## config.mk

```make
export PLATFORM = sky130hd
export DESIGN_NAME = console_token_recognizer_flat
export DESIGN_NICKNAME = d
export VERILOG_FILES = /design/src/rtl/core/ctr_pkg.sv /design/src/rtl/core/ctr_ifs.sv /design/src/rtl/core/ctr_front.sv /design/src/rtl/core/ctr_queue.sv /design/src/rtl/core/ctr_back.sv /design/src/rtl/core/console_token_recognizer.sv /design/src/flat_wrapper.sv
export VERILOG_INCLUDE_DIRS = /design/src /design/src/rtl/core
export SDC_FILE = /design/constraint.sdc
export NUM_CORES = 1
export LEC_CHECK = 0
export ABC_CLOCK_PERIOD_IN_PS = 5900
export BUFFER_PORTS_ARGS = -buffer_cell sky130_fd_sc_hd__buf_4
export CORE_ASPECT_RATIO = 1.75
export CORE_MARGIN = 2
export CORE_UTILIZATION = 60
export CTS_BUF_LIST = sky130_fd_sc_hd__clkbuf_4
export CTS_CLUSTER_SIZE = 20
export DETAILED_ROUTE_END_ITERATION = 8
export PLACE_DENSITY = 0.79
export SLEW_MARGIN = 20
export SYNTH_ARGS = -nofsm -noshare
export SYNTH_HDL_FRONTEND = slang
export SYNTH_HIERARCHICAL = 1
export SYNTH_SLANG_ARGS = --single-unit
export TNS_END_PERCENT = 10
```

## constraint.sdc

```tcl
create_clock -name i_clk -period 5.9 [get_ports i_clk]
set_clock_uncertainty 0.15 [all_clocks]
set_input_delay 0.295 -clock i_clk [delete_from_list [all_inputs] [get_ports i_clk]]
set_output_delay 0.295 -clock i_clk [all_outputs]
set_load 0.01 [all_outputs]
```

## src/rtl/core/console_token_recognizer_defines.svh

```systemverilog
// Assertion helpers for the RTL of the token recognizer.
`ifndef CONSOLE_TOKEN_RECOGNIZER_DEFINES_SVH
`define CONSOLE_TOKEN_RECOGNIZER_DEFINES_SVH

`ifndef SYNTHESIS
// Same-cycle implication.
`define CTR_ASSERT_IMPL(lbl, clk, rst_n, ante, cons, msg) \
    lbl: assert property (@(posedge clk) disable iff (!rst_n) (ante) |-> (cons)) \
        else $error(msg);
// Next-cycle implication.
`define CTR_ASSERT_NEXT(lbl, clk, rst_n, ante, cons, msg) \
    lbl: assert property (@(posedge clk) disable iff (!rst_n) (ante) |=> (cons)) \
        else $error(msg);
`else
`define CTR_ASSERT_IMPL(lbl, clk, rst_n, ante, cons, msg)
`define CTR_ASSERT_NEXT(lbl, clk, rst_n, ante, cons, msg)
`endif

`endif

```

## src/rtl/core/ctr_pkg.sv

```systemverilog
`timescale 1ns / 1ps
`default_nettype none

package ctr_pkg;

    localparam int CTR_CELL_BITS = 16;

    localparam logic [15:0] HASH_SEED   = 16'd5381;
    localparam logic [15:0] HASH_FACTOR = 16'd33;
    localparam logic [5:0]  COUNT_MAX   = 6'd63;

    localparam int QUEUE_DEPTH = 2;
    localparam int QPTR_W      = 1;
    localparam int QCNT_W      = 2;

    localparam logic [7:0] CHAR_CR     = 8'h0D;
    localparam logic [7:0] CHAR_TAB    = 8'h09;
    localparam logic [7:0] CHAR_SPACE  = 8'h20;
    localparam logic [7:0] CHAR_DEL    = 8'h7F;
    localparam logic [7:0] CHAR_MINUS  = 8'h2D;
    localparam logic [7:0] CHAR_PLUS   = 8'h2B;
    localparam logic [7:0] CHAR_DOLLAR = 8'h24;
    localparam logic [7:0] CHAR_QUOTE  = 8'h22;
    localparam logic [7:0] CHAR_AMP    = 8'h26;
    localparam logic [7:0] CHAR_0      = 8'h30;
    localparam logic [7:0] CHAR_9      = 8'h39;
    localparam logic [7:0] CHAR_LA     = 8'h61;
    localparam logic [7:0] CHAR_LF     = 8'h66;
    localparam logic [7:0] CHAR_LZ     = 8'h7A;
    localparam logic [7:0] CHAR_UA     = 8'h41;
    localparam logic [7:0] CHAR_UF     = 8'h46;
    localparam logic [7:0] CASE_OFFSET = 8'h20;

    // bit positions in the validity and overflow flag words
    localparam int VF_DEC  = 0;
    localparam int VF_HEX  = 1;
    localparam int VF_EVEN = 2;
    localparam int OF_DEC  = 0;
    localparam int OF_HEX  = 1;

    typedef enum logic [2:0] {
        LEAD_NONE,
        LEAD_PLAIN,
        LEAD_HEX,
        LEAD_STR,
        LEAD_HEXSTR
    } t_lead;

    typedef enum logic [1:0] {
        SIGN_NONE,
        SIGN_MINUS,
        SIGN_PLUS
    } t_sign;

    typedef enum logic [2:0] {
        CLS_DEC,
        CLS_HEX,
        CLS_STR,
        CLS_HEXSTR,
        CLS_WORD,
        CLS_OVF,
        CLS_EMPTY
    } t_class;

    typedef struct packed {
        logic        empty_line;
        logic        line_end;
        logic [15:0] hash;
        t_sign       sign;
        logic [5:0]  char_count;
        t_lead       lead;
        logic [2:0]  valid;
        logic [1:0]  ovf;
        logic [5:0]  pair_count;
    } t_word_info;

    typedef struct packed {
        logic full;
        logic empty;
    } t_q_status;

    // {ok, digit value}
    function automatic logic [4:0] hex_digit(input logic [7:0] c);
        logic [4:0] r;
        r = '0;
        if (c >= CHAR_0 && c <= CHAR_9) begin
            r = {1'b1, c[3:0]};
        end else if ((c >= CHAR_LA && c <= CHAR_LF) || (c >= CHAR_UA && c <= CHAR_UF)) begin
            r = {1'b1, c[3:0] + 4'd9};
        end
        return r;
    endfunction

endpackage

`default_nettype wire

```

## src/rtl/core/ctr_ifs.sv

```systemverilog
`timescale 1ns / 1ps
`default_nettype none

interface ctr_char_if;
    logic       valid;
    logic       ready;
    logic [7:0] char_code;

    modport source (output valid, output char_code, input ready);
    modport sink   (input valid, input char_code, output ready);
endinterface

interface ctr_token_if;
    logic        valid;
    logic        ready;
    logic [2:0]  token_class;
    logic [15:0] token_value;
    logic [15:0] word_hash;
    logic        line_end;

    modport source (output valid, output token_class, output token_value,
                    output word_hash, output line_end, input ready);
    modport sink   (input valid, input token_class, input token_value,
                    input word_hash, input line_end, output ready);
endinterface

`default_nettype wire

```

## src/rtl/core/ctr_front.sv

```systemverilog
`timescale 1ns / 1ps
`default_nettype none

module ctr_front #(
    parameter int CELL_BITS = ctr_pkg::CTR_CELL_BITS
) (
    input  logic                  i_clk,
    input  logic                  i_rst_n,
    ctr_char_if.sink              i_char,
    input  ctr_pkg::t_q_status    i_q_status,
    output logic                  o_push,
    output ctr_pkg::t_word_info   o_info,
    output logic [CELL_BITS-1:0]  o_dec,
    output logic [CELL_BITS-1:0]  o_hex
);
    import ctr_pkg::*;

    localparam int AW = CELL_BITS + 4;

    logic [15:0]          r_hash, n_hash;
    logic [CELL_BITS-1:0] r_dec, n_dec;
    logic [CELL_BITS-1:0] r_hex, n_hex;
    t_sign                r_sign, n_sign;
    logic [5:0]           r_cc, n_cc;
    t_lead                r_lead, n_lead;
    logic [2:0]           r_valid, n_valid;
    logic [1:0]           r_ovf, n_ovf;
    logic [5:0]           r_pairs, n_pairs;

    logic [7:0]    c;
    logic [7:0]    folded;
    logic          accept, is_cr, is_blank, is_print, take, sign_char;
    logic [AW-1:0] dec_ext;
    logic [4:0]    hex_dig;

    assign c        = i_char.char_code;
    assign accept   = i_char.valid && i_char.ready;
    assign is_cr    = (c == CHAR_CR);
    assign is_blank = (c == CHAR_SPACE) || (c == CHAR_TAB);
    assign is_print = (c >= CHAR_SPACE) && (c < CHAR_DEL);
    assign take     = accept && !is_cr && !is_blank && is_print;
    assign o_push   = accept && (is_cr || (is_blank && (r_cc != '0)));

    assign i_char.ready = !i_q_status.full;

    assign folded  = (c >= CHAR_LA && c <= CHAR_LZ) ? c - CASE_OFFSET : c;
    assign dec_ext = ({4'b0, r_dec} << 3) + ({4'b0, r_dec} << 1) + AW'(c[3:0]);
    assign hex_dig = hex_digit(c);

    always_comb begin
        n_hash    = r_hash;
        n_dec     = r_dec;
        n_hex     = r_hex;
        n_sign    = r_sign;
        n_cc      = r_cc;
        n_lead    = r_lead;
        n_valid   = r_valid;
        n_ovf     = r_ovf;
        n_pairs   = r_pairs;
        sign_char = 1'b0;
        if (o_push) begin
            n_hash  = HASH_SEED;
            n_dec   = '0;
            n_hex   = '0;
            n_sign  = SIGN_NONE;
            n_cc    = '0;
            n_lead  = LEAD_NONE;
            n_valid = '1;
            n_ovf   = '0;
            n_pairs = '0;
        end else if (take) begin
            n_hash = 16'(r_hash * HASH_FACTOR) ^ {8'h00, folded};
            if (r_cc == '0) begin
                if (c == CHAR_MINUS || c == CHAR_PLUS) begin
                    n_sign    = (c == CHAR_MINUS) ? SIGN_MINUS : SIGN_PLUS;
                    sign_char = 1'b1;
                    n_lead    = LEAD_PLAIN;
                end else if (c == CHAR_DOLLAR) begin
                    n_lead = LEAD_HEX;
                end else if (c == CHAR_QUOTE) begin
                    n_lead = LEAD_STR;
                end else if (c == CHAR_AMP) begin
                    n_lead = LEAD_HEXSTR;
                end else begin
                    n_lead = LEAD_PLAIN;
                end
            end
            if (!sign_char && r_valid[VF_DEC]) begin
                if (c >= CHAR_0 && c <= CHAR_9) begin
                    // exact test: anything above the cell overflows
                    if (dec_ext[AW-1:CELL_BITS] != '0) begin
                        n_ovf[OF_DEC]   = 1'b1;
                        n_valid[VF_DEC] = 1'b0;
                    end else begin
                        n_dec = dec_ext[CELL_BITS-1:0];
                    end
                end else begin
                    n_valid[VF_DEC] = 1'b0;
                end
            end
            if (r_cc != '0 && (r_lead == LEAD_HEX || r_lead == LEAD_HEXSTR)
                    && r_valid[VF_HEX]) begin
                if (!hex_dig[4]) begin
                    n_valid[VF_HEX] = 1'b0;
                end else if (r_lead == LEAD_HEX) begin
                    if (r_hex[CELL_BITS-1 -: 4] != 4'd0) begin
                        n_ovf[OF_HEX]   = 1'b1;
                        n_valid[VF_HEX] = 1'b0;
                    end else begin
                        n_hex = {r_hex[CELL_BITS-5:0], hex_dig[3:0]};
                    end
                end else begin
                    // count a byte on every second digit
                    n_valid[VF_EVEN] = ~r_valid[VF_EVEN];
                    if (!r_valid[VF_EVEN] && r_pairs != COUNT_MAX) begin
                        n_pairs = r_pairs + 6'd1;
                    end
                end
            end
            if (r_cc != COUNT_MAX) begin
                n_cc = r_cc + 6'd1;
            end
        end
    end

    always_ff @(posedge i_clk) begin
        if (!i_rst_n) begin
            r_hash  <= HASH_SEED;
            r_dec   <= '0;
            r_hex   <= '0;
            r_sign  <= SIGN_NONE;
            r_cc    <= '0;
            r_lead  <= LEAD_NONE;
            r_valid <= '1;
            r_ovf   <= '0;
            r_pairs <= '0;
        end else begin
            r_hash  <= n_hash;
            r_dec   <= n_dec;
            r_hex   <= n_hex;
            r_sign  <= n_sign;
            r_cc    <= n_cc;
            r_lead  <= n_lead;
            r_valid <= n_valid;
            r_ovf   <= n_ovf;
            r_pairs <= n_pairs;
        end
    end

    always_comb begin
        o_info.empty_line = (r_cc == '0);
        o_info.line_end   = is_cr;
        o_info.hash       = r_hash;
        o_info.sign       = r_sign;
        o_info.char_count = r_cc;
        o_info.lead       = r_lead;
        o_info.valid      = r_valid;
        o_info.ovf        = r_ovf;
        o_info.pair_count = r_pairs;
    end

    assign o_dec = r_dec;
    assign o_hex = r_hex;

endmodule

`default_nettype wire

```

## src/rtl/core/ctr_queue.sv

```systemverilog
`timescale 1ns / 1ps
`default_nettype none

module ctr_queue #(
    parameter int WIDTH = 8
) (
    input  logic               i_clk,
    input  logic               i_rst_n,
    input  logic               i_push,
    input  logic [WIDTH-1:0]   i_data,
    input  logic               i_pop,
    output logic [WIDTH-1:0]   o_head,
    output ctr_pkg::t_q_status o_status
);
    import ctr_pkg::*;

    logic [WIDTH-1:0]  r_mem [QUEUE_DEPTH];
    logic [QPTR_W-1:0] r_wr_ptr, n_wr_ptr;
    logic [QPTR_W-1:0] r_rd_ptr, n_rd_ptr;
    logic [QCNT_W-1:0] r_count, n_count;

    assign o_status.full  = (r_count == QCNT_W'(QUEUE_DEPTH));
    assign o_status.empty = (r_count == '0);
    assign o_head         = r_mem[r_rd_ptr];

    always_comb begin
        n_wr_ptr = r_wr_ptr;
        n_rd_ptr = r_rd_ptr;
        n_count  = r_count;
        if (i_push) begin
            n_wr_ptr = r_wr_ptr + 1'b1;
        end
        if (i_pop) begin
            n_rd_ptr = r_rd_ptr + 1'b1;
        end
        case ({i_push, i_pop})
            2'b10:   n_count = r_count + 1'b1;
            2'b01:   n_count = r_count - 1'b1;
            default: n_count = r_count;
        endcase
    end

    always_ff @(posedge i_clk) begin
        if (!i_rst_n) begin
            r_wr_ptr <= '0;
            r_rd_ptr <= '0;
            r_count  <= '0;
        end else begin
            r_wr_ptr <= n_wr_ptr;
            r_rd_ptr <= n_rd_ptr;
            r_count  <= n_count;
        end
    end

    always_ff @(posedge i_clk) begin
        if (i_push) begin
            r_mem[r_wr_ptr] <= i_data;
        end
    end

endmodule

`default_nettype wire

```

## src/rtl/core/ctr_back.sv

```systemverilog
`timescale 1ns / 1ps
`default_nettype none

module ctr_back #(
    parameter int CELL_BITS = ctr_pkg::CTR_CELL_BITS
) (
    input  logic                 i_clk,
    input  logic                 i_rst_n,
    input  ctr_pkg::t_q_status   i_q_status,
    input  ctr_pkg::t_word_info  i_info,
    input  logic [CELL_BITS-1:0] i_dec,
    input  logic [CELL_BITS-1:0] i_hex,
    output logic                 o_pop,
    ctr_token_if.source          o_token
);
    import ctr_pkg::*;

    logic                 r_valid;
    t_class               r_class, n_class;
    logic [15:0]          r_value, n_value;
    logic [15:0]          r_hash, n_hash;
    logic                 r_line_end;
    logic [CELL_BITS-1:0] num_val;
    logic                 digits_ok;

    assign o_pop = !i_q_status.empty && (!r_valid || o_token.ready);

    assign digits_ok = (i_info.sign != SIGN_NONE) ? (i_info.char_count >= 6'd2)
                                                  : (i_info.char_count >= 6'd1);

    always_comb begin
        n_class = CLS_WORD;
        num_val = '0;
        n_hash  = i_info.hash;
        if (i_info.empty_line) begin
            n_class = CLS_EMPTY;
            n_hash  = '0;
        end else if (i_info.ovf[OF_DEC]) begin
            n_class = CLS_OVF;
        end else if (i_info.valid[VF_DEC] && digits_ok) begin
            n_class = CLS_DEC;
            num_val = i_dec;
            if (i_info.sign == SIGN_NONE) begin
                if (i_dec[CELL_BITS-1]) begin
                    n_class = CLS_OVF;
                end
            end else if (i_info.sign == SIGN_MINUS) begin
                if (i_dec[CELL_BITS-1] && (i_dec[CELL_BITS-2:0] != '0)) begin
                    n_class = CLS_OVF;
                end else begin
                    num_val = ~i_dec + CELL_BITS'(1);
                end
            end
            if (n_class == CLS_OVF) begin
                num_val = '0;
            end
        end else if (i_info.lead == LEAD_HEX && i_info.ovf[OF_HEX]) begin
            n_class = CLS_OVF;
        end else if (i_info.lead == LEAD_HEX && i_info.valid[VF_HEX]
                && i_info.char_count >= 6'd2) begin
            n_class = CLS_HEX;
            num_val = i_hex;
        end else if (i_info.lead == LEAD_STR) begin
            n_class = CLS_STR;
        end else if (i_info.lead == LEAD_HEXSTR && i_info.valid[VF_HEX]
                && i_info.valid[VF_EVEN]) begin
            n_class = CLS_HEXSTR;
        end
        if (n_class == CLS_HEXSTR) begin
            n_value = 16'(i_info.pair_count);
        end else begin
            n_value = 16'(num_val);
        end
    end

    always_ff @(posedge i_clk) begin
        if (!i_rst_n) begin
            r_valid <= 1'b0;
        end else if (o_pop) begin
            r_valid <= 1'b1;
        end else if (o_token.ready) begin
            r_valid <= 1'b0;
        end
    end

    always_ff @(posedge i_clk) begin
        if (o_pop) begin
            r_class    <= n_class;
            r_value    <= n_value;
            r_hash     <= n_hash;
            r_line_end <= i_info.line_end;
        end
    end

    assign o_token.valid       = r_valid;
    assign o_token.token_class = r_class;
    assign o_token.token_value = r_value;
    assign o_token.word_hash   = r_hash;
    assign o_token.line_end    = r_line_end;

endmodule

`default_nettype wire

```

## src/rtl/core/console_token_recognizer.sv

```systemverilog
`timescale 1ns / 1ps
`default_nettype none
`include "console_token_recognizer_defines.svh"

// Channel   Dir  Payload                                        Moves when
// i_char    in   char_code[7:0]                                 valid && ready
// o_token   out  token_class[2:0] token_value[15:0]             valid && ready
//                word_hash[15:0] line_end
//
// One character per cycle while the queue has room; a finished word's token
// is pushed into the queue on its ending space, tab or carriage return and
// then moves to the output register. Sustained rate is one transaction per
// cycle unless the output stalls, set by the front end's per-character update.
// Synchronous active-low reset clears the word state, the queue and the
// output valid. A stalled output backs up the two-entry queue; input ready
// drops only when that queue is full.

module console_token_recognizer #(
    parameter int CELL_BITS = ctr_pkg::CTR_CELL_BITS
) (
    input  logic        i_clk,
    input  logic        i_rst_n,
    ctr_char_if.sink    i_char,
    ctr_token_if.source o_token
);
    import ctr_pkg::*;

    localparam int QW = $bits(t_word_info) + 2 * CELL_BITS;

    logic                 w_push;
    logic                 w_pop;
    t_q_status            w_q_status;
    t_word_info           w_in_info;
    t_word_info           w_head_info;
    logic [CELL_BITS-1:0] w_in_dec, w_in_hex;
    logic [CELL_BITS-1:0] w_head_dec, w_head_hex;
    logic [QW-1:0]        w_head;

    ctr_front #(.CELL_BITS(CELL_BITS)) u_front (
        .i_clk      (i_clk),
        .i_rst_n    (i_rst_n),
        .i_char     (i_char),
        .i_q_status (w_q_status),
        .o_push     (w_push),
        .o_info     (w_in_info),
        .o_dec      (w_in_dec),
        .o_hex      (w_in_hex)
    );

    ctr_queue #(.WIDTH(QW)) u_queue (
        .i_clk    (i_clk),
        .i_rst_n  (i_rst_n),
        .i_push   (w_push),
        .i_data   ({w_in_info, w_in_dec, w_in_hex}),
        .i_pop    (w_pop),
        .o_head   (w_head),
        .o_status (w_q_status)
    );

    assign {w_head_info, w_head_dec, w_head_hex} = w_head;

    ctr_back #(.CELL_BITS(CELL_BITS)) u_back (
        .i_clk      (i_clk),
        .i_rst_n    (i_rst_n),
        .i_q_status (w_q_status),
        .i_info     (w_head_info),
        .i_dec      (w_head_dec),
        .i_hex      (w_head_hex),
        .o_pop      (w_pop),
        .o_token    (o_token)
    );

    `CTR_ASSERT_IMPL(a_push_room, i_clk, i_rst_n, w_push, !w_q_status.full, "push into full queue")
    `CTR_ASSERT_IMPL(a_pop_data, i_clk, i_rst_n, w_pop, !w_q_status.empty, "pop from empty queue")
    `CTR_ASSERT_NEXT(a_push_held, i_clk, i_rst_n, w_push, !w_q_status.empty, "pushed word lost")
    `CTR_ASSERT_IMPL(a_empty_line, i_clk, i_rst_n, o_token.valid && o_token.token_class == CLS_EMPTY, o_token.line_end && o_token.word_hash == 16'd0, "bad empty line token")

endmodule

`default_nettype wire

```

## src/flat_wrapper.sv

```systemverilog
// flat-port wrapper written by rule: the top's interface ports become plain ports
module console_token_recognizer_flat import ctr_pkg::*;
#(
    parameter int CELL_BITS = ctr_pkg::CTR_CELL_BITS
)
  (i_clk, i_rst_n, i_char_valid, i_char_char_code, i_char_ready, o_token_valid, o_token_token_class, o_token_token_value, o_token_word_hash, o_token_line_end, o_token_ready);
  ctr_char_if i_char_i ();
  ctr_token_if o_token_i ();
  input  logic i_clk;
  input  logic i_rst_n;
  input wire logic [$bits(i_char_i.valid)-1:0] i_char_valid;
  input wire logic [$bits(i_char_i.char_code)-1:0] i_char_char_code;
  output wire logic [$bits(i_char_i.ready)-1:0] i_char_ready;
  output wire logic [$bits(o_token_i.valid)-1:0] o_token_valid;
  output wire logic [$bits(o_token_i.token_class)-1:0] o_token_token_class;
  output wire logic [$bits(o_token_i.token_value)-1:0] o_token_token_value;
  output wire logic [$bits(o_token_i.word_hash)-1:0] o_token_word_hash;
  output wire logic [$bits(o_token_i.line_end)-1:0] o_token_line_end;
  input wire logic [$bits(o_token_i.ready)-1:0] o_token_ready;
  assign i_char_i.valid = i_char_valid;
  assign i_char_i.char_code = i_char_char_code;
  assign i_char_ready = i_char_i.ready;
  assign o_token_valid = o_token_i.valid;
  assign o_token_token_class = o_token_i.token_class;
  assign o_token_token_value = o_token_i.token_value;
  assign o_token_word_hash = o_token_i.word_hash;
  assign o_token_line_end = o_token_i.line_end;
  assign o_token_i.ready = o_token_ready;
  console_token_recognizer #(.CELL_BITS(CELL_BITS)) u_core (.i_clk(i_clk), .i_rst_n(i_rst_n), .i_char(i_char_i), .o_token(o_token_i));
endmodule
```

==> results.md, run 1 <==
- Grt met1 use: 26.77%
- Post-synthesis instance total: 1014
- Pre-CTS setup slack: roughly 2000 ps
- HP Start: i_char_valid
- Post-DR wirelength/cell: around 19 µm
- Area delta synth->final: 11.12%
- Synthesis-stage register bit count: roughly 260
- Detail Placement HPWL: roughly 18000 µm
- Yosys Warn Count: 6
- Worst Max-Slew Pin Slew: between 900 and 1000 ps
- Post-synthesis cell type count: 80
- Initial Util: 61.08%
- Number of setup buffers added after CTS: 0
- Nets: between 1000 and 1500
- Routed WL: between 20000 and 30000 µm
- Status: finished, violations left
- M3 GR Usage: under 10%
- Htree depth: 2
- Final Cycle Share: 67.23%
- Setup crit end kind: register
- Total GRT Usage: approximately 24%
- Final worst slack: ~1900 ps
- Vias in the first global route: around 8600
- Setup_tns: 0 ps
- Hold Crit Endpoint: u_core/u_queue/r_wr_ptr$_SDFFE_PN0P_
- Crit path max fanout: 33
- Maximum clock path buffer count: 3
- Core area: a little over 0.02 mm²
- Arrival @ worst endpoint: between 4000 and 5000 ps
- PwrDens: between 300 and 400 mW/mm²
- Total power: 4.200 mW
- 1st-iter DRT viols: between 400 and 500
- Worst Hold Depth: 5
- Die height: between 150 and 200 µm
- Min-delay worst type: in2reg
- Leading cell type in the layout, fill and taps excluded: edfxtp_1
- Net Sw Frac: approximately 28%
- Pins over their slew limit: 0
- Max transition margin: between 30% and 40%
- Largest net degree at the start of global routing: 63
- RR Endpoint: u_core/u_back/o_token.token_value[0]$_DFFE_PP_
- Synthesized area: around 0.012 mm²
- Layout cells sized above 1: about 22%
- CP startpoint kind: register
- CP Class: reg2reg
- Avg Cell Area, Syn: 12.27 µm²
- CTS tree: built
- Sink Count: between 200 and 300
- Seq pwr share: 50.0%
- Failing checks: design-rule violations
- Async S/R FF share, synth: 0%
- Setup Viol. Count Final: 0
- First-pass GRT wire length: 42410 µm
- Met2 Track Usage GR: 45.81%
- Die ar.: around 0.022 mm²
- Most frequent cells in the layout: edfxtp_1, nand2_1, clkbuf_4
- Net Count, Synth: about 1100
- Internal power: 3.042 mW
- Fmax achieved: between 200 and 300 MHz
- Cell row count: 69
- Top Usage Layer GRT: met2
- Clock root buffer: clkbuf_4
- EDFF count, synth: 180
- Register area share after synthesis: 55.65%
- Clk pwr share: a little under a third
- GRT overflow: 0
- Drt pass-1 iters: 9
- Post-DRT Antenna Nets: 0
- RSZ-0062 raised after global routing: false
- Die width: between 100 and 150 µm
- Vias per inst: between 5 and 6
- Antenna violations before repair: 1
- Gate power share: around a fifth
- Peak supply drop: 123.1 µV
- Synth Flop Type: edfxtp_1
- Leakage: roughly 5.4 nW
- Minimum clock period: 3967 ps
- Worst path required time: roughly 6200 ps
- Hold Fails Final Rpt: 0
- Top-level I/O count: 50
- Number of max-cap violations: 0
- CTS buffer count: between 50 and 60
- Port bufs: 49
- Vias: between 8000 and 9000
- Detailed-route DRC error count: 6
- RePlAce Congestion: roughly 0.87
- Clock latency on the worst-skew pair: approximately 700 ps
- Psw: between 1 and 1.5 mW
- FF-to-FF path depth: 8
- R2r setup slk: roughly 1900 ps
- CTS clock-pin slew for the worst setup and hold paths: 70 ps
## what timing repair did
| action | in CTS | in global routing |
|---|---|---|
| hold buffers | 12 | 0 |
| hold endpoints to repair | 27 | 0 |
| resized for setup | 0 | 0 |
## cells by family after synthesis
group / count (synthesis) / share of synthesized area (%)
simple gates: 300 / 12.17
flops: 256 / 55.65
compound gates: 170 / 9.882
mux: 93 / 8.203
fa+ha+maj: 75 / 7.721
buf+inv: 67 / 2.634
xor+xnor: 53 / 3.730
## routing by layer
layer  routed length, µm  share of wire, %  vias to the layer above
met5                   0                 0                        -
met4                 799               3.1                        0
met3                 926               3.5                       54
met2               14550                56                      203
met1                9874                38                     4003
li1                    -                 -                     3952
## through the flow
step / hold slack, ps / area, µm² / cells / utilization (%)
CTS: 69.43 / 13800 / 1389 / 67.73
floorplan: 262.5 / 12450 / 1014 / -
finish: 140.4 / 13830 / 1391 / 67.88
detailed placement: 286.6 / 13000 / 1281 / 63.82
global placement: 281.5 / 13000 / 1281 / 63.82
global route: 123.4 / 13830 / 1391 / 67.88
## worst max-delay path, cell delays in order (launching register included)
cell	delay, ps
dfxtp_2	850
buf_4	330
mux2_2	360
nor3_1	360
a31oi_1	330
a31oi_1	330
or3b_2	500
nor2_1	370
o2bb2ai_1	200
## state kept, by name, summed over array words and instances, names as in the netlist, 3 cells and up, named ones only
| signal | count |
|---|---|
| u_core/u_front/o_dec | 16 |
| u_core/u_back/o_token.token_value | 16 |
| u_core/u_back/o_token.word_hash | 16 |
| u_core/u_back/o_token.token_class | 3 |
| u_core/u_front/r_lead | 3 |
| u_core/u_front/r_pairs | 6 |
| u_core/u_front/r_valid | 3 |
| u_core/u_front/r_hash | 16 |
| u_core/u_front/r_cc | 6 |
| u_core/u_front/o_hex | 16 |
| u_core/u_queue/r_mem | 144 |
## cells in the mapped netlist (20+ instances only)
master      n  share of area [%]
mux2_2     72                6.5
nand2_1    89                2.7
xnor2_1    27                1.9
nor2b_1    29                1.5
ha_1       72                7.2
mux2i_1    21                1.7
dfxtp_1    76                 12
nor2_1     68                2.1
a21oi_1    51                2.1
inv_1      27               0.81
edfxtp_1  180                 43
buf_2      21               0.84
xor2_1     26                1.8
o21ai_0    20               0.80
## power groups by stage
stage                     Sequential, mW  Combinational (mW)  Clock, mW
after floorplan                     2.13               0.542          0
after global placement              2.14               0.780          0
after detailed placement            2.15               0.789          0
after CTS                           2.11               0.800       1.32
after global routing                2.11               0.884       1.40
final                               2.10               0.817       1.28
## layout make-up
class | count | area, µm²
inverter | 27 | 101.3
antenna | 1 | 2.502
tap | 248 | 310.3
fill | 1544 | 6545
clock buffer | 83 | 623.1
timing repair buffer | 72 | 590.6
sequential | 256 | 6928
multi-input combinational | 691 | 5221
clock inverter | 13 | 52.55
## worst max path at each step
| stage | to | slack [ps] |
|---|---|---|
| 5_1_grt | u_core/u_back/o_token.token_value[0]$_DFFE_PP_ | 1600 |
| 3_3_place_gp | u_core/u_front/o_dec[14]$_SDFFE_PP0P_ | 2060 |
| 4_1_cts | u_core/u_back/o_token.token_value[0]$_DFFE_PP_ | 1940 |
| 2_1_floorplan | u_core/u_queue/r_mem[0][0]$_DFFE_PP_ | 610 |
| 6_report | u_core/u_back/o_token.token_value[0]$_DFFE_PP_ | 1930 |
| 3_5_place_dp | u_core/u_front/o_dec[14]$_SDFFE_PP0P_ | 1960 |
(Power assumes the default switching activity.)
==> run 2, diff against run 1 <==
Settings changed: ABC_CLOCK_PERIOD_IN_PS 5900 to 3300, CORE_UTILIZATION 60 to 58, PLACE_DENSITY 0.79 to 0.8.
Clock period 5.9 ns to 3.3 ns, I/O delays scaled along.
==> results.md, run 2 (synthesis results as in run 1) <==
- Max transition margin: between 40% and 50%
- Area delta synth->final: 15.74%
- Hold Fails Final Rpt: 0
- Detail Placement HPWL: roughly 19000 µm
- Cell row count: 70
- First-pass GRT wire length: roughly 42000 µm
- Largest register FFs: approximately 140
- Vias: around 8500
- Maximum clock path buffer count: 3
- Met2 Track Usage GR: between 40% and 50%
- Die ar.: between 0.02 and 0.025 mm²
- Status: finished, final reports clean
- Layout cells sized above 1: a little over a quarter
- Vias per inst: 5.851
- Most frequent cells in the layout: edfxtp_1, buf_4, nand2_1
- Die width: 114.7 µm
- Setup crit end kind: register
- Initial Util: approximately three fifths
- Number of max-cap violations: 0
- Top-level I/O count: 50
- Grt met1 use: between 20% and 30%
- Worst path required time: between 3000 and 4000 ps
- RR Endpoint: u_core/u_front/o_dec[0]$_SDFFE_PP0P_
- RePlAce Congestion: 0.8705
- CP Class: in2reg
- Total GRT Usage: 23.78%
- Port bufs: 49
- Final Cycle Share: between 90% and 100%
- Leading cell type in the layout, fill and taps excluded: edfxtp_1
- 1st-iter DRT viols: about 440
- CP startpoint kind: primary input
- Finished Layout Cells: 1454
- Sink Count: 256
- Clock root buffer: clkbuf_4
- Post-DR wirelength/cell: 18.21 µm
- Utilization after layout: between 60% and 70%
- GRT overflow: 0
- M3 GR Usage: approximately 3%
- Clock latency on the worst-skew pair: 660 ps
- Fmax achieved: roughly 310 MHz
- Antenna violations before repair: 1
- CTS tree: built
- Arrival @ worst endpoint: ~3700 ps
- Crit path max fanout: 57
- Nets: between 1000 and 1500
- FF-to-FF path depth: 9
- Hold Crit Endpoint: u_core/u_queue/r_rd_ptr$_SDFFE_PN0P_
- Placed Cells: 1344
- Core area: about 0.021 mm²
- Htree depth: 2
- Worst r2r src: u_core/u_front/o_dec[10]$_SDFFE_PP0P_
- PwrDens: approximately 530 mW/mm²
- Min-delay worst type: in2reg
- Detailed-route DRC error count: 0
- Leakage: ~5.7 nW
- Biggest register: u_core/u_queue/r_mem
- CTS buffer count: between 50 and 60
- Largest net degree at the start of global routing: 58
- Worst Max-Slew Pin Slew: 854.2 ps
- Die height: ~200 µm
- RSZ-0062 raised after global routing: true
- HP Start: i_rst_n
- Worst Hold Depth: 3
- Top Usage Layer GRT: met2
- Routed WL: ~26000 µm
- R2r setup slk: 90 ps
- Pins over their slew limit: 0
- Post-DRT Antenna Nets: 0
- Vias in the first global route: between 8000 and 9000
- Peak supply drop: around 260 µV
- CTS clock-pin slew for the worst setup and hold paths: about 70 ps
- Drt pass-1 iters: 5
- Setup Viol. Count Final: 0
- Minimum clock period: ~3200 ps
## run 2: cell types whose count changed in the layout (fill, tap and decap cells not counted), sizes merged
| cell | previous run | this run |
|---|---|---|
| clkinv | 11 | 14 |
| clkbuf | 83 | 81 |
| buf | 60 | 118 |
## run 2: worst max-delay path, stage by stage
cell and delay [ps]:
dlygate4sd3_1 540, buf_4 150, buf_4 170, or4b_2 650, a21oi_2 230, a21oi_1 180
nor2_1 280, inv_1 140, nor2_4 140, buf_12 300, o21a_1 180, dlygate4sd3_1 530
## run 2: power by group
part | internal (mW) | switching, mW | leakage [nW] | total [mW]
Clock | 1.12 | 1.14 | 0.412 | 2.27
Sequential | 3.63 | 0.0672 | 2.35 | 3.69
Combinational | 0.771 | 0.875 | 2.97 | 1.65
Total | 5.52 | 2.09 | 5.73 | 7.60
## run 2: how the worst max path moves through the flow
stage                     depth (start not counted)                                    end  slack [ps]                                  from
after floorplan                                   6   u_core/u_queue/r_mem[1][0]$_DFFE_PP_        -410                   i_char_char_code[5]
after global placement                           12  u_core/u_front/o_dec[12]$_SDFFE_PP0P_          80  u_core/u_front/o_dec[0]$_SDFFE_PP0P_
after global routing                             12   u_core/u_front/o_dec[5]$_SDFFE_PP0P_         -40  u_core/u_front/o_dec[2]$_SDFFE_PP0P_
after CTS                                        12  u_core/u_front/o_dec[12]$_SDFFE_PP0P_           2  u_core/u_front/o_dec[0]$_SDFFE_PP0P_
after detailed placement                         12  u_core/u_front/o_dec[12]$_SDFFE_PP0P_           6  u_core/u_front/o_dec[0]$_SDFFE_PP0P_
final                                            12   u_core/u_queue/r_wr_ptr$_SDFFE_PN0P_          80                   i_char_char_code[1]
## run 2: timing repair
action / 4_1_cts / 5_1_grt
hold buffers: 12 / 0
hold endpoints to repair: 47 / 0
setup endpoints to repair: 1 / 36
setup buffers: 0 / 0
gates resized for setup: 1 / 19
pin swaps: 0 / 9
## run 2: routing by layer
metal	routed length [µm]	share of wire (%)
met2	14940	56
met1	9720	37
met4	1086	4.1
met5	0	0
met3	737	2.8
## run 2: stage by stage
stage / setup TNS, ps / setup WS [ps] / total power, mW / instance area, µm² / hold WS [ps]
2_1_floorplan: -31310 / -412.9 / 4.783 / 12450 / 132.5
6_report: 0 / 75.57 / 7.604 / 14410 / 201.4
3_5_place_dp: 0 / 5.631 / 5.386 / 13540 / 292.4
4_1_cts: 0 / 1.824 / 7.652 / 14330 / 166.9
5_1_grt: -187.2 / -44.06 / 7.944 / 14410 / 202.1
3_3_place_gp: 0 / 77.06 / 5.339 / 13540 / 280.8
## run 2: final cells by class
class | count | area [µm²]
diodes | 1 | 2.502
inverters | 27 | 101.3
multi-input cells | 691 | 5279
clock buffers | 81 | 608.1
well taps | 252 | 315.3
fillers | 1523 | 6615
flip-flops and latches | 256 | 6933
clock inverters | 16 | 65.06
repair buffers | 130 | 1101
==> run 3, diff against run 2 <==
Settings changed: CORE_UTILIZATION 58 to 55, PLACE_DENSITY 0.8 to 0.76, RECOVER_POWER set to 50.
==> results.md, run 3 (synthesis results as in run 1) <==
- Gate power share: between 20% and 30%
- Clock latency on the worst-skew pair: approximately 660 ps
- Reg area: 0.006933 mm²
- Htree depth: 2
- DP Area: ~0.014 mm²
- Clock root buffer: clkbuf_4
- Buf/Inv on CP: 0
- Placed Cells: about 1400
- Most frequent cells in the layout: edfxtp_1, nand2_1, clkbuf_4
- GRT overflow: 0
- Routed WL: ~26000 µm
- 1st-iter DRT viols: ~500
- Finished Layout Cells: 1502
- Minimum clock period: ~3200 ps
- Die height: 203.0 µm
- Pins over their slew limit: 0
- Worst path required time: around 3700 ps
- Detail Placement HPWL: ~19000 µm
- Max stage delay on crit path: 520 ps
- Area of the multi-input gates: 0.005338 mm²
- CTS buffer count: 53
- Sink Count: roughly 260
- Filler instances: ~1700
- Area delta synth->final: 15.88%
- Leakage: about 5.6 nW
- Core area: between 0.02 and 0.025 mm²
- Number of max-cap violations: 0
- CP most frequent cell: ha_1
- Max transition margin: roughly a third
- Top-level I/O count: 50
- Largest delay share family, worst path: compound AO/OA/AOI/OAI gates
- Setup Viol. Count Final: 0
- Antenna violations before repair: 1
- Maximum clock path buffer count: 3
- Status: finished, final reports clean
- Worst path slowest cell: or4_1
- Leading cell type in the layout, fill and taps excluded: edfxtp_1
- Die width: about 120 µm
- Final Cell Area: about 0.014 mm²
- Vias per inst: about 5.7
- Initial Util: between 50% and 60%
- Min-delay worst type: in2reg
- Port bufs: between 40 and 50
- RePlAce Congestion: 0.8737
- Total GRT Usage: 22.23%
- Nets: 1247
- CP startpoint kind: register
- Crit path cell chain: ha_1, ha_1, a21oi_4, o22ai_2, or4_1, o221a_1, o32a_4, and2_4, a221o_1
- Final worst slack: 99.41 ps
- CP Class: reg2reg
- PwrDens: about 530 mW/mm²
- Setup_tns: 0 ps
- Cell row count: 72
- First-pass GRT wire length: around 43000 µm
- Largest register FFs: 144
- Clk pwr share: between 30% and 40%
- CTS clock-pin slew for the worst setup and hold paths: 80 ps
- Final Cycle Share: a little over nine tenths
- Vias: 8517
- Seq pwr share: between 40% and 50%
- Psw: roughly 2.1 mW
- Vias in the first global route: 8719
- Layout cells sized above 1: between 20% and 30%
- Fmax achieved: about 310 MHz
- Utilization after layout: approximately two thirds
- Hold Fails Final Rpt: 0
- Detailed-route DRC error count: 0
- Post-DR wirelength/cell: between 15 and 20 µm
- Post-DRT Antenna Nets: 0
- Peak supply drop: 275.2 µV
- Largest net degree at the start of global routing: 38
- Net Sw Frac: a little over a quarter
- Setup crit end kind: register
- RSZ-0062 raised after global routing: true
- Crit path max fanout: 5
- Drt pass-1 iters: 5
- Internal power: roughly 5.6 mW
- CTS tree: built
- Biggest register: u_core/u_queue/r_mem
- Pre-CTS setup slack: -94.95 ps
- Arrival @ worst endpoint: 3590 ps
- Worst Max-Slew Pin Slew: around 1000 ps
- Die ar.: between 0.02 and 0.025 mm²
[run 3: changes by cell type in the layout (fill, tap and decap cells not counted), moves of 3 or more]
cell      delta
clkinv_1     +3
clkbuf_1    +52
dfxtp_2      +3
buf_4       -54
buf_12       +3
[run 3: final cells by class]
class                   count  area share (%)
clock buffers              80           4.164
well taps                 296           2.568
inverters                  27          0.7027
diodes                      1         0.01735
flip-flops and latches    256           48.07
clock inverters            20          0.9196
multi-input cells         691           37.01
repair buffers            131           6.550
[run 3: worst paths after layout]
| path | start | to | slack [ps] | cells past startpoint |
|---|---|---|---|---|
| worst max register to register | u_core/u_front/o_dec[9]$_SDFFE_PP0P_ | u_core/u_front/r_valid[0]$_SDFFE_PP1P_ | 100 | 9 |
| worst min-delay path | i_rst_n | u_core/u_queue/r_rd_ptr$_SDFFE_PN0P_ | 190 | 3 |
| worst max-delay path | u_core/u_front/o_dec[9]$_SDFFE_PP0P_ | u_core/u_front/r_valid[0]$_SDFFE_PP1P_ | 100 | 9 |
| worst min register to register | u_core/u_front/r_sign[1]$_SDFFE_PP0P_ | u_core/u_queue/r_mem[1][53]$_DFFE_PP_ | 310 | 0 |
[run 3: through the flow]
stage,power [mW],hold slack [ps]
4_1_cts,7.799,131.0
6_report,7.664,190.9
3_3_place_gp,5.333,276.2
5_1_grt,8.013,182.7
3_5_place_dp,5.372,285.0
2_1_floorplan,4.783,132.5
[run 3: tightest hold or removal path, stage by stage]
cell	delay, ps
dlygate4sd3_1	520
buf_4	150
and2_0	130
[run 3: timing repair]
action / in CTS / in global routing
setup buffers: 0 / 3
endpoints found under the hold margin: 50 / 0
endpoints found under the setup margin: 18 / 26
pin swaps: 0 / 9
resized for setup: 9 / 23
hold buffers: 12 / 0
[run 3: power by group through the flow]
stage,registers [mW],logic (mW),clock network (mW)
floorplan,3.81,0.969,0
global placement,3.76,1.57,0
detailed placement,3.76,1.61,0
CTS,3.69,1.63,2.48
global route,3.71,1.67,2.63
finish,3.69,1.56,2.42
[run 3: per-layer routing]
metal  vias up  GRT usage, %  part of all wire (%)
met1      4115         23.31                    36
met5         -             0                     0
met3        77         3.146                   3.8
met2       236         42.69                    56
li1       4089             -                     -
met4         0         11.14                   4.0
